File: src/rtl/tefs_pkg.sv
// shared types and constants for the timeline event fire select block
`timescale 1ns / 1ps
package tefs_pkg;

	// configuration register indexes
	localparam int CFG_IDX_W = 2;
	localparam logic [CFG_IDX_W-1:0] REG_EVENT_COUNT   = 2'd0;
	localparam logic [CFG_IDX_W-1:0] REG_CLIP_DURATION = 2'd1;

	// field widths
	localparam int TIME_W  = 32;
	localparam int ECNT_W  = 6;
	localparam int SLOT_W  = 5;
	localparam int INDEX_W = 5;

	// results per query and result counter width
	localparam int RESULT_CAP = 32;
	localparam int NRES_W     = 6;

	// input item kinds
	localparam logic KIND_WRITE = 1'b0;
	localparam logic KIND_QUERY = 1'b1;

	// commands from the controller to the datapath
	typedef struct packed {
		logic write;       // store one event time
		logic load_query;  // latch a query transaction
		logic start_pass;  // load bounds and scan counters for a pass
		logic pass_sel;    // 0: first pass, 1: second pass of a wrapped query
		logic issue;       // scan the table
		logic flush;       // emit the final result of the query
	} tefs_cmd_t;

	// status from the datapath to the controller
	typedef struct packed {
		logic empty;      // query fires nothing by definition
		logic wrap;       // latched query crossed the loop seam
		logic scan_done;  // all entries of the pass read and compared
		logic stall;      // compare stage waits on the output register
		logic out_free;   // output register can take a result this cycle
	} tefs_stat_t;

endpackage

File: src/rtl/tefs_ram.sv
// generic single write port ram with registered read
`timescale 1ns / 1ps
module tefs_ram #(
	parameter int WIDTH = 32,
	parameter int DEPTH = 32,
	parameter int AW    = (DEPTH > 1) ? $clog2(DEPTH) : 1
) (
	input  logic             clk,
	input  logic             we,
	input  logic [AW-1:0]    waddr,
	input  logic [WIDTH-1:0] wdata,
	input  logic             re,
	input  logic [AW-1:0]    raddr,
	output logic [WIDTH-1:0] rdata
);

	logic [WIDTH-1:0] mem_q [DEPTH];

	// write port
	always_ff @(posedge clk) begin
		if (we) begin
			mem_q[waddr] <= wdata;
		end
	end

	// registered read port, held while re is low
	always_ff @(posedge clk) begin
		if (re) begin
			rdata <= mem_q[raddr];
		end
	end

endmodule

File: src/rtl/tefs_ctrl.sv
// controller state machine sequencing writes, scan passes and the final result
`timescale 1ns / 1ps
module tefs_ctrl
	import tefs_pkg::*;
(
	input  logic       clk,
	input  logic       arst_n,
	input  logic       in_valid,
	output logic       in_ready,
	input  logic       kind,
	input  tefs_stat_t st,
	output tefs_cmd_t  cmd
);

	localparam logic [2:0] S_IDLE  = 3'd0;
	localparam logic [2:0] S_START = 3'd1;
	localparam logic [2:0] S_SCAN0 = 3'd2;
	localparam logic [2:0] S_SCAN1 = 3'd3;
	localparam logic [2:0] S_FLUSH = 3'd4;

	logic [2:0] state_q;
	logic [2:0] state_d;
	logic       in_acc;

	assign in_ready = (state_q == S_IDLE);
	assign in_acc   = in_valid && in_ready;

	// next state and commands
	always_comb begin
		state_d = state_q;
		cmd     = '0;
		unique case (state_q)
			S_IDLE: begin
				cmd.write      = in_acc && (kind == KIND_WRITE);
				cmd.load_query = in_acc && (kind == KIND_QUERY);
				if (in_acc && (kind == KIND_QUERY)) begin
					state_d = S_START;
				end
			end
			S_START: begin
				if (st.empty) begin
					state_d = S_FLUSH;
				end else begin
					cmd.start_pass = 1'b1;
					state_d        = S_SCAN0;
				end
			end
			S_SCAN0: begin
				cmd.issue = 1'b1;
				if (st.scan_done) begin
					if (st.wrap) begin
						cmd.start_pass = 1'b1;
						cmd.pass_sel   = 1'b1;
						state_d        = S_SCAN1;
					end else begin
						state_d = S_FLUSH;
					end
				end
			end
			S_SCAN1: begin
				cmd.issue = 1'b1;
				if (st.scan_done) begin
					state_d = S_FLUSH;
				end
			end
			S_FLUSH: begin
				if (st.out_free) begin
					cmd.flush = 1'b1;
					state_d   = S_IDLE;
				end
			end
			default: begin
				state_d = S_IDLE;
			end
		endcase
	end

	// state register
	always_ff @(posedge clk or negedge arst_n) begin
		if (!arst_n) begin
			state_q <= S_IDLE;
		end else begin
			state_q <= state_d;
		end
	end

endmodule

File: src/rtl/tefs_dp.sv
// datapath: config registers, event table, interval compare and result staging
`timescale 1ns / 1ps
module tefs_dp
	import tefs_pkg::*;
#(
	parameter int MAX_EVENTS = 32
) (
	input  logic                 clk,
	input  logic                 arst_n,
	input  tefs_cmd_t            cmd,
	output tefs_stat_t           st,
	input  logic                 cfg_valid,
	input  logic [CFG_IDX_W-1:0] cfg_index,
	input  logic [TIME_W-1:0]    cfg_data,
	input  logic [SLOT_W-1:0]    slot,
	input  logic [TIME_W-1:0]    event_time,
	input  logic [TIME_W-1:0]    time_before,
	input  logic [TIME_W-1:0]    time_after,
	input  logic                 wrapped,
	input  logic                 reversed,
	input  logic                 finished,
	output logic                 out_valid,
	input  logic                 out_ready,
	output logic [INDEX_W-1:0]   fired_index,
	output logic                 fired,
	output logic                 last
);

	localparam int AW = (MAX_EVENTS > 1) ? $clog2(MAX_EVENTS) : 1;
	localparam int CW = $clog2(MAX_EVENTS + 1);

	// configuration registers
	logic [ECNT_W-1:0] event_count_q;
	logic [TIME_W-1:0] clip_duration_q;

	// latched query
	logic [TIME_W-1:0] b_q, a_q;
	logic              wrap_q, rev_q, fin_q, empty_q;
	logic [CW-1:0]     cnt_q;
	logic [CW-1:0]     cnt_d;

	// pass bounds
	logic [TIME_W-1:0] lo_q, hi_q;
	logic              lo_c_q, hi_c_q;

	// scan counters and compare stage
	logic [AW-1:0]     idx_q;
	logic [CW-1:0]     rem_q;
	logic              v_s1;
	logic [AW-1:0]     idx_s1;
	logic [TIME_W-1:0] t_s1;

	// pending result and result count
	logic              pend_v_q;
	logic [AW-1:0]     pend_idx_q;
	logic [NRES_W-1:0] nres_q;

	// output register
	logic              out_v_q;
	logic [INDEX_W-1:0] out_idx_q;
	logic              out_fired_q, out_last_q;

	logic above, below, hit, cap_full, hit_take, stall, out_free, issue_go;
	logic slot_ok;

	// configuration writes
	always_ff @(posedge clk or negedge arst_n) begin
		if (!arst_n) begin
			event_count_q   <= '0;
			clip_duration_q <= '0;
		end else if (cfg_valid) begin
			if (cfg_index == REG_EVENT_COUNT) begin
				event_count_q <= cfg_data[ECNT_W-1:0];
			end else if (cfg_index == REG_CLIP_DURATION) begin
				clip_duration_q <= cfg_data;
			end
		end
	end

	// event table
	assign slot_ok = (32'(slot) < MAX_EVENTS);

	tefs_ram #(
		.WIDTH (TIME_W),
		.DEPTH (MAX_EVENTS),
		.AW    (AW)
	) u_ram (
		.clk   (clk),
		.we    (cmd.write && slot_ok),
		.waddr (AW'(slot)),
		.wdata (event_time),
		.re    (!stall),
		.raddr (idx_q),
		.rdata (t_s1)
	);

	// effective entry count, clamped to the table depth
	assign cnt_d = (32'(event_count_q) > MAX_EVENTS) ? CW'(MAX_EVENTS) : CW'(event_count_q);

	// query latch
	always_ff @(posedge clk) begin
		if (cmd.load_query) begin
			b_q     <= time_before;
			a_q     <= time_after;
			wrap_q  <= wrapped;
			rev_q   <= reversed;
			fin_q   <= finished;
			cnt_q   <= cnt_d;
			empty_q <= (cnt_d == '0) || (clip_duration_q == '0)
			           || (!wrapped && (time_before == time_after));
		end
	end

	// pass bounds, picked by direction, wrap and pass
	always_ff @(posedge clk) begin
		if (cmd.start_pass) begin
			priority if (!rev_q && !wrap_q) begin
				lo_q <= b_q;  lo_c_q <= 1'b1;
				hi_q <= a_q;  hi_c_q <= fin_q;
			end else if (!rev_q && !cmd.pass_sel) begin
				lo_q <= b_q;  lo_c_q <= 1'b1;
				hi_q <= clip_duration_q;  hi_c_q <= 1'b1;
			end else if (!rev_q) begin
				lo_q <= '0;  lo_c_q <= 1'b1;
				hi_q <= (a_q < b_q) ? a_q : b_q;  hi_c_q <= 1'b0;
			end else if (!wrap_q) begin
				lo_q <= a_q;  lo_c_q <= fin_q;
				hi_q <= b_q;  hi_c_q <= 1'b1;
			end else if (!cmd.pass_sel) begin
				lo_q <= '0;  lo_c_q <= 1'b1;
				hi_q <= b_q;  hi_c_q <= 1'b1;
			end else begin
				lo_q <= (a_q > b_q) ? a_q : b_q;  lo_c_q <= 1'b0;
				hi_q <= clip_duration_q;  hi_c_q <= 1'b1;
			end
		end
	end

	// interval compare on the registered table read
	assign above    = lo_c_q ? (t_s1 >= lo_q) : (t_s1 > lo_q);
	assign below    = hi_c_q ? (t_s1 <= hi_q) : (t_s1 < hi_q);
	assign hit      = v_s1 && above && below;
	assign cap_full = (nres_q == NRES_W'(RESULT_CAP));
	assign out_free = !out_v_q || out_ready;
	assign stall    = hit && !cap_full && pend_v_q && !out_free;
	assign hit_take = hit && !cap_full && !stall;
	assign issue_go = cmd.issue && (rem_q != '0) && !stall;

	// scan counters and compare stage valid
	always_ff @(posedge clk or negedge arst_n) begin
		if (!arst_n) begin
			v_s1  <= 1'b0;
			rem_q <= '0;
		end else if (cmd.start_pass) begin
			v_s1  <= 1'b0;
			rem_q <= cnt_q;
		end else if (!stall) begin
			v_s1 <= issue_go;
			if (issue_go) begin
				rem_q <= rem_q - CW'(1);
			end
		end
	end

	// read index walks up or down
	always_ff @(posedge clk) begin
		if (cmd.start_pass) begin
			idx_q <= rev_q ? AW'(cnt_q - CW'(1)) : '0;
		end else if (issue_go) begin
			idx_s1 <= idx_q;
			idx_q  <= rev_q ? (idx_q - AW'(1)) : (idx_q + AW'(1));
		end
	end

	// pending result and result count
	always_ff @(posedge clk or negedge arst_n) begin
		if (!arst_n) begin
			pend_v_q <= 1'b0;
			nres_q   <= '0;
		end else if (cmd.load_query) begin
			pend_v_q <= 1'b0;
			nres_q   <= '0;
		end else if (cmd.flush) begin
			pend_v_q <= 1'b0;
		end else if (hit_take) begin
			pend_v_q <= 1'b1;
			nres_q   <= nres_q + NRES_W'(1);
		end
	end

	always_ff @(posedge clk) begin
		if (hit_take) begin
			pend_idx_q <= idx_s1;
		end
	end

	// output register
	always_ff @(posedge clk or negedge arst_n) begin
		if (!arst_n) begin
			out_v_q <= 1'b0;
		end else if (cmd.flush || (hit_take && pend_v_q)) begin
			out_v_q <= 1'b1;
		end else if (out_ready) begin
			out_v_q <= 1'b0;
		end
	end

	always_ff @(posedge clk) begin
		if (cmd.flush) begin
			out_idx_q   <= pend_v_q ? INDEX_W'(pend_idx_q) : '0;
			out_fired_q <= pend_v_q;
			out_last_q  <= 1'b1;
		end else if (hit_take && pend_v_q) begin
			out_idx_q   <= INDEX_W'(pend_idx_q);
			out_fired_q <= 1'b1;
			out_last_q  <= 1'b0;
		end
	end

	assign out_valid   = out_v_q;
	assign fired_index = out_idx_q;
	assign fired       = out_fired_q;
	assign last        = out_last_q;

	// status to the controller
	assign st.empty     = empty_q;
	assign st.wrap      = wrap_q;
	assign st.scan_done = (rem_q == '0) && !v_s1;
	assign st.stall     = stall;
	assign st.out_free  = out_free;

endmodule

File: src/rtl/timeline_event_fire_select.sv
// top level of the timeline event fire select block
`timescale 1ns / 1ps
// A write transaction (kind 0) stores one 16.16 event time in the table and
// yields no result. A query transaction (kind 1) walks the first event_count
// entries, clamped to the table depth, one entry per cycle through the
// table's single read port while the compare stage does not stall, and emits
// the index of each event inside the crossed interval, ascending for forward
// play and descending for reverse play; a wrapped query walks the table
// twice. A query holds off new input until its final result is registered.
// The last result of a query carries last; a query that fires nothing yields
// one result with fired low. The table holds no valid bits: every entry a
// query reads must have been written since reset. Configuration is to be
// written by the user only while the block is idle; it is not enforced.
module timeline_event_fire_select
	import tefs_pkg::*;
#(
	parameter int MAX_EVENTS = 32
) (
	input  logic                 clk,
	input  logic                 arst_n,
	input  logic                 cfg_valid,
	output logic                 cfg_ready,
	input  logic [CFG_IDX_W-1:0] cfg_index,
	input  logic [TIME_W-1:0]    cfg_data,
	input  logic                 in_valid,
	output logic                 in_ready,
	input  logic                 kind,
	input  logic [SLOT_W-1:0]    slot,
	input  logic [TIME_W-1:0]    event_time,
	input  logic [TIME_W-1:0]    time_before,
	input  logic [TIME_W-1:0]    time_after,
	input  logic                 wrapped,
	input  logic                 reversed,
	input  logic                 finished,
	output logic                 out_valid,
	input  logic                 out_ready,
	output logic [INDEX_W-1:0]   fired_index,
	output logic                 fired,
	output logic                 last
);

	tefs_cmd_t  cmd;
	tefs_stat_t st;

	// register writes are always accepted
	assign cfg_ready = 1'b1;

	// controller
	tefs_ctrl u_ctrl (
		.clk      (clk),
		.arst_n   (arst_n),
		.in_valid (in_valid),
		.in_ready (in_ready),
		.kind     (kind),
		.st       (st),
		.cmd      (cmd)
	);

	// datapath
	tefs_dp #(
		.MAX_EVENTS (MAX_EVENTS)
	) u_dp (
		.clk         (clk),
		.arst_n      (arst_n),
		.cmd         (cmd),
		.st          (st),
		.cfg_valid   (cfg_valid),
		.cfg_index   (cfg_index),
		.cfg_data    (cfg_data),
		.slot        (slot),
		.event_time  (event_time),
		.time_before (time_before),
		.time_after  (time_after),
		.wrapped     (wrapped),
		.reversed    (reversed),
		.finished    (finished),
		.out_valid   (out_valid),
		.out_ready   (out_ready),
		.fired_index (fired_index),
		.fired       (fired),
		.last        (last)
	);

`ifndef SYNTHESIS
	// compare stage only stalls during a scan
	a_stall_in_scan: assert property (@(posedge clk) disable iff (!arst_n)
		st.stall |-> cmd.issue)
		else $error("scan stall outside a scan pass");

	// final result only goes out when the output register can take it
	a_flush_free: assert property (@(posedge clk) disable iff (!arst_n)
		cmd.flush |-> st.out_free)
		else $error("final result pushed into a busy output register");

	// an accepted query transaction lowers in_ready
	a_query_busy: assert property (@(posedge clk) disable iff (!arst_n)
		(in_valid && in_ready && (kind == KIND_QUERY)) |=> !in_ready)
		else $error("input accepted while a query is running");
`endif

endmodule

File: config.mk
export PLATFORM = sky130hd
export DESIGN_NAME = timeline_event_fire_select
export DESIGN_NICKNAME = d
export VERILOG_FILES = /design/src/rtl/tefs_pkg.sv /design/src/rtl/tefs_ram.sv /design/src/rtl/tefs_ctrl.sv /design/src/rtl/tefs_dp.sv /design/src/rtl/timeline_event_fire_select.sv
export SDC_FILE = /design/constraint.sdc
export NUM_CORES = 1
export LEC_CHECK = 0
export BUFFER_PORTS_ARGS = -buffer_cell sky130_fd_sc_hd__buf_4
export CORE_ASPECT_RATIO = 1.75
export CORE_MARGIN = 2
export CORE_UTILIZATION = 45
export CTS_BUF_LIST = sky130_fd_sc_hd__clkbuf_4
export DETAILED_ROUTE_END_ITERATION = 10
export SKIP_LAST_GASP = 1
export SYNTH_ARGS = -nofsm -noshare
export SYNTH_HDL_FRONTEND = slang
export SYNTH_HIERARCHICAL = 1
export SYNTH_SLANG_ARGS = --single-unit
export TNS_END_PERCENT = 10
File: constraint.sdc
create_clock -name clk -period 4.7 [get_ports clk]
set_input_delay 0.94 -clock clk [delete_from_list [all_inputs] [get_ports clk]]
set_output_delay 0.94 -clock clk [all_outputs]
set_load 0.01 [all_outputs]
==> summary.md <==
| Metric | Value |
|---|---|
| Die Y | 459 um |
| CTS buffer count | 311 |
| Share of cells above drive strength 1 | 0.197 |
| Post-CTS setup buffer count | 0 |
| Crit start category | flip-flop |
| Hold path endpoint | u_dp/u_ram/mem_q[11][16] |
| Synth-to-layout area growth | 15.6% |
| Vias | 32300 |
| GPL Wtd Cong | 0.855 |
| Crit path DAT | 4.92 ns |
| Synth Instances | 3397 |
| IO Port Bufs | 152 |
| Core area | 0.117 mm2 |
| Avg Cell Area, Syn | 15.6 um2 |
| Nets | 4151 |
| DR vias/cell | 5.74 |
| Worst-path clk slew | 0.07 ns |
| Row count | 166 |
| Crit path max fanout | 5 |
| Status | complete, no violations |
| Starting Density | 0.454 |
| FF+latch area | 0.0380 mm2 |
| Skew-Pair Late Insertion Delay | 1.22 ns |
| Most common cell after layout, fill and taps aside | edfxtp_1 |
| Syn Nets | 3646 |
| Clk buf depth | 4 |
| GR Util All Layers | 0.241 |
| Worst min-delay path startpoint | event_time[16] |
| Fmax | 245 MHz |
| Reg-to-reg startpoint | u_dp/u_ram/rdata[31] |
| H-Tree Depth | 5 |
| Endpoints failing hold | 0 |
| Hpwl dp | 86400 um |
| FF-to-FF setup slack | 0.62 ns |
| Num ports | 154 |
| Post_cts resized | 0 |
| Layout fillers | 9681 |
| Max-cap violations | 0 |
| Worst-case reg-to-reg path depth | 11 |
| Drt first pass iters | 6 |
| Worst hold slack | 0.123 ns |
| Mapped cell area | 0.0532 mm2 |
| CTS tree | done |
| # placed instances | 4977 |
| Multi-input gate area | 0.0141 mm2 |
| Fin cells | 5626 |
| Worst setup EP type | flip-flop |
| TNS Setup | 0 ns |
| Hold path depth | 1 |
| Pwr dens | 512 mW/mm2 |
| Min Tclk post-route | 4.08 ns |
| HP Class | in -> reg |
| Wirelength per Cell | 26.1 um |
| Worst Skew | 0.0832 ns |
| Chip width | 264 um |
| Most frequent cells in the layout | edfxtp_1 (1217), mux2i_1 (515), clkbuf_4 (441) |
| DRC | 0 |
| Pins over their slew limit | 0 |
| Overall routed net length | 147000 um |
| Lkg Pwr | 22.6 nW |
| First-pass GRT wire length | 213000 um |
| RSZ-0062 raised after global routing | no |
| Largest net degree at the start of global routing | 107 |
| Number of routed nets with antenna violations | 0 |
| # hold bufs at CTS | 124 |
| Yosys warnings | 6 |
| Initial antenna violation count | 7 |
| Overflow after GRT | 0 |
| CTS root buf | clkbuf_4 |
| CTS sink count | 1274 |
| Critical path type | reg -> reg |
| Initial DRC count | 2448 |
| Crit share post-route | 0.869 |
| Worst-margin pin slew | 1.08 ns |
| VDD IR-drop max | 0.000315 V |
| FF-to-FF End | u_dp/idx_s1[0] |
| Slew HR | 0.281 |
| Req. time, crit path | 5.53 ns |
| Setup-failing EPs final | 0 |
| Vias in the first global route | 33300 |
| Die footprint | 0.121 mm2 |
==> flip-flops by register name (all words and copies together) (netlist names), 6 cells and up <==
signal / count
u_dp/a_q: 32
u_dp/rem_q: 6
u_dp/b_q: 32
u_dp/cnt_q: 6
u_dp/event_count_q: 6
u_dp/lo_q: 32
u_dp/u_ram/rdata: 32
u_dp/nres_q: 6
u_dp/hi_q: 32
u_dp/clip_duration_q: 32
u_dp/u_ram/mem_q: 1024
==> report_power, final <==
part,internal (mW),switching (mW)
logic,3.45,5.69
clock network,4.42,4.34
registers,13.1,0.435
total,21.0,10.5
==> cell type report <==
class	instances	area share
diodes	6	0.000244
clock buffers	441	0.0539
clock inverters	78	0.00586
inverters	114	0.00696
multi-input cells	1830	0.229
flip-flops and latches	1274	0.618
well taps	1512	0.0308
repair buffers	371	0.0555
==> through the flow <==
stage          worst slack, ns  utilization  total power, mW  area, um2
2_1_floorplan            0.841            -             19.7      53200
3_3_place_gp             0.591        0.482             22.8      56500
3_5_place_dp             0.629        0.483             22.8      56500
4_1_cts                  0.631        0.524             31.7      61400
5_1_grt                  0.641        0.525             32.9      61400
6_report                 0.617        0.525             31.5      61400
==> metal layers <==
metal | vias up | share of wire | global-route usage
met5 | - | 0.00030 | 0
met4 | 8 | 0.045 | 0.116
met3 | 324 | 0.051 | 0.0447
met2 | 1137 | 0.53 | 0.443
met1 | 16400 | 0.37 | 0.267
li1 | 14400 | - | -
==> worst max path at each step <==
stage | depth (start not counted) | endpoint | from
2_1_floorplan | 10 | u_dp/idx_s1[0] | u_dp/rem_q[0]
3_5_place_dp | 11 | u_dp/idx_s1[2] | u_dp/u_ram/rdata[31]
6_report | 11 | u_dp/idx_s1[0] | u_dp/u_ram/rdata[31]
5_1_grt | 11 | u_dp/idx_s1[3] | u_dp/u_ram/rdata[31]
3_3_place_gp | 12 | u_dp/lo_q[25] | u_dp/b_q[17]
4_1_cts | 11 | u_dp/idx_s1[0] | u_dp/u_ram/rdata[31]
==> worst max-delay path, stage by stage (launching register included) <==
cell and delay [ns]:
edfxtp_1 0.42, ha_1 0.36, nand4_1 0.27, nor4bb_1 0.70
buf_4 0.26, nand3_1 0.18, o211ai_1 0.32, a211oi_4 0.11
and2_1 0.28, nand2_2 0.09, inv_1 0.04, nor3_1 0.64
Power figures use the tool's default switching activity.
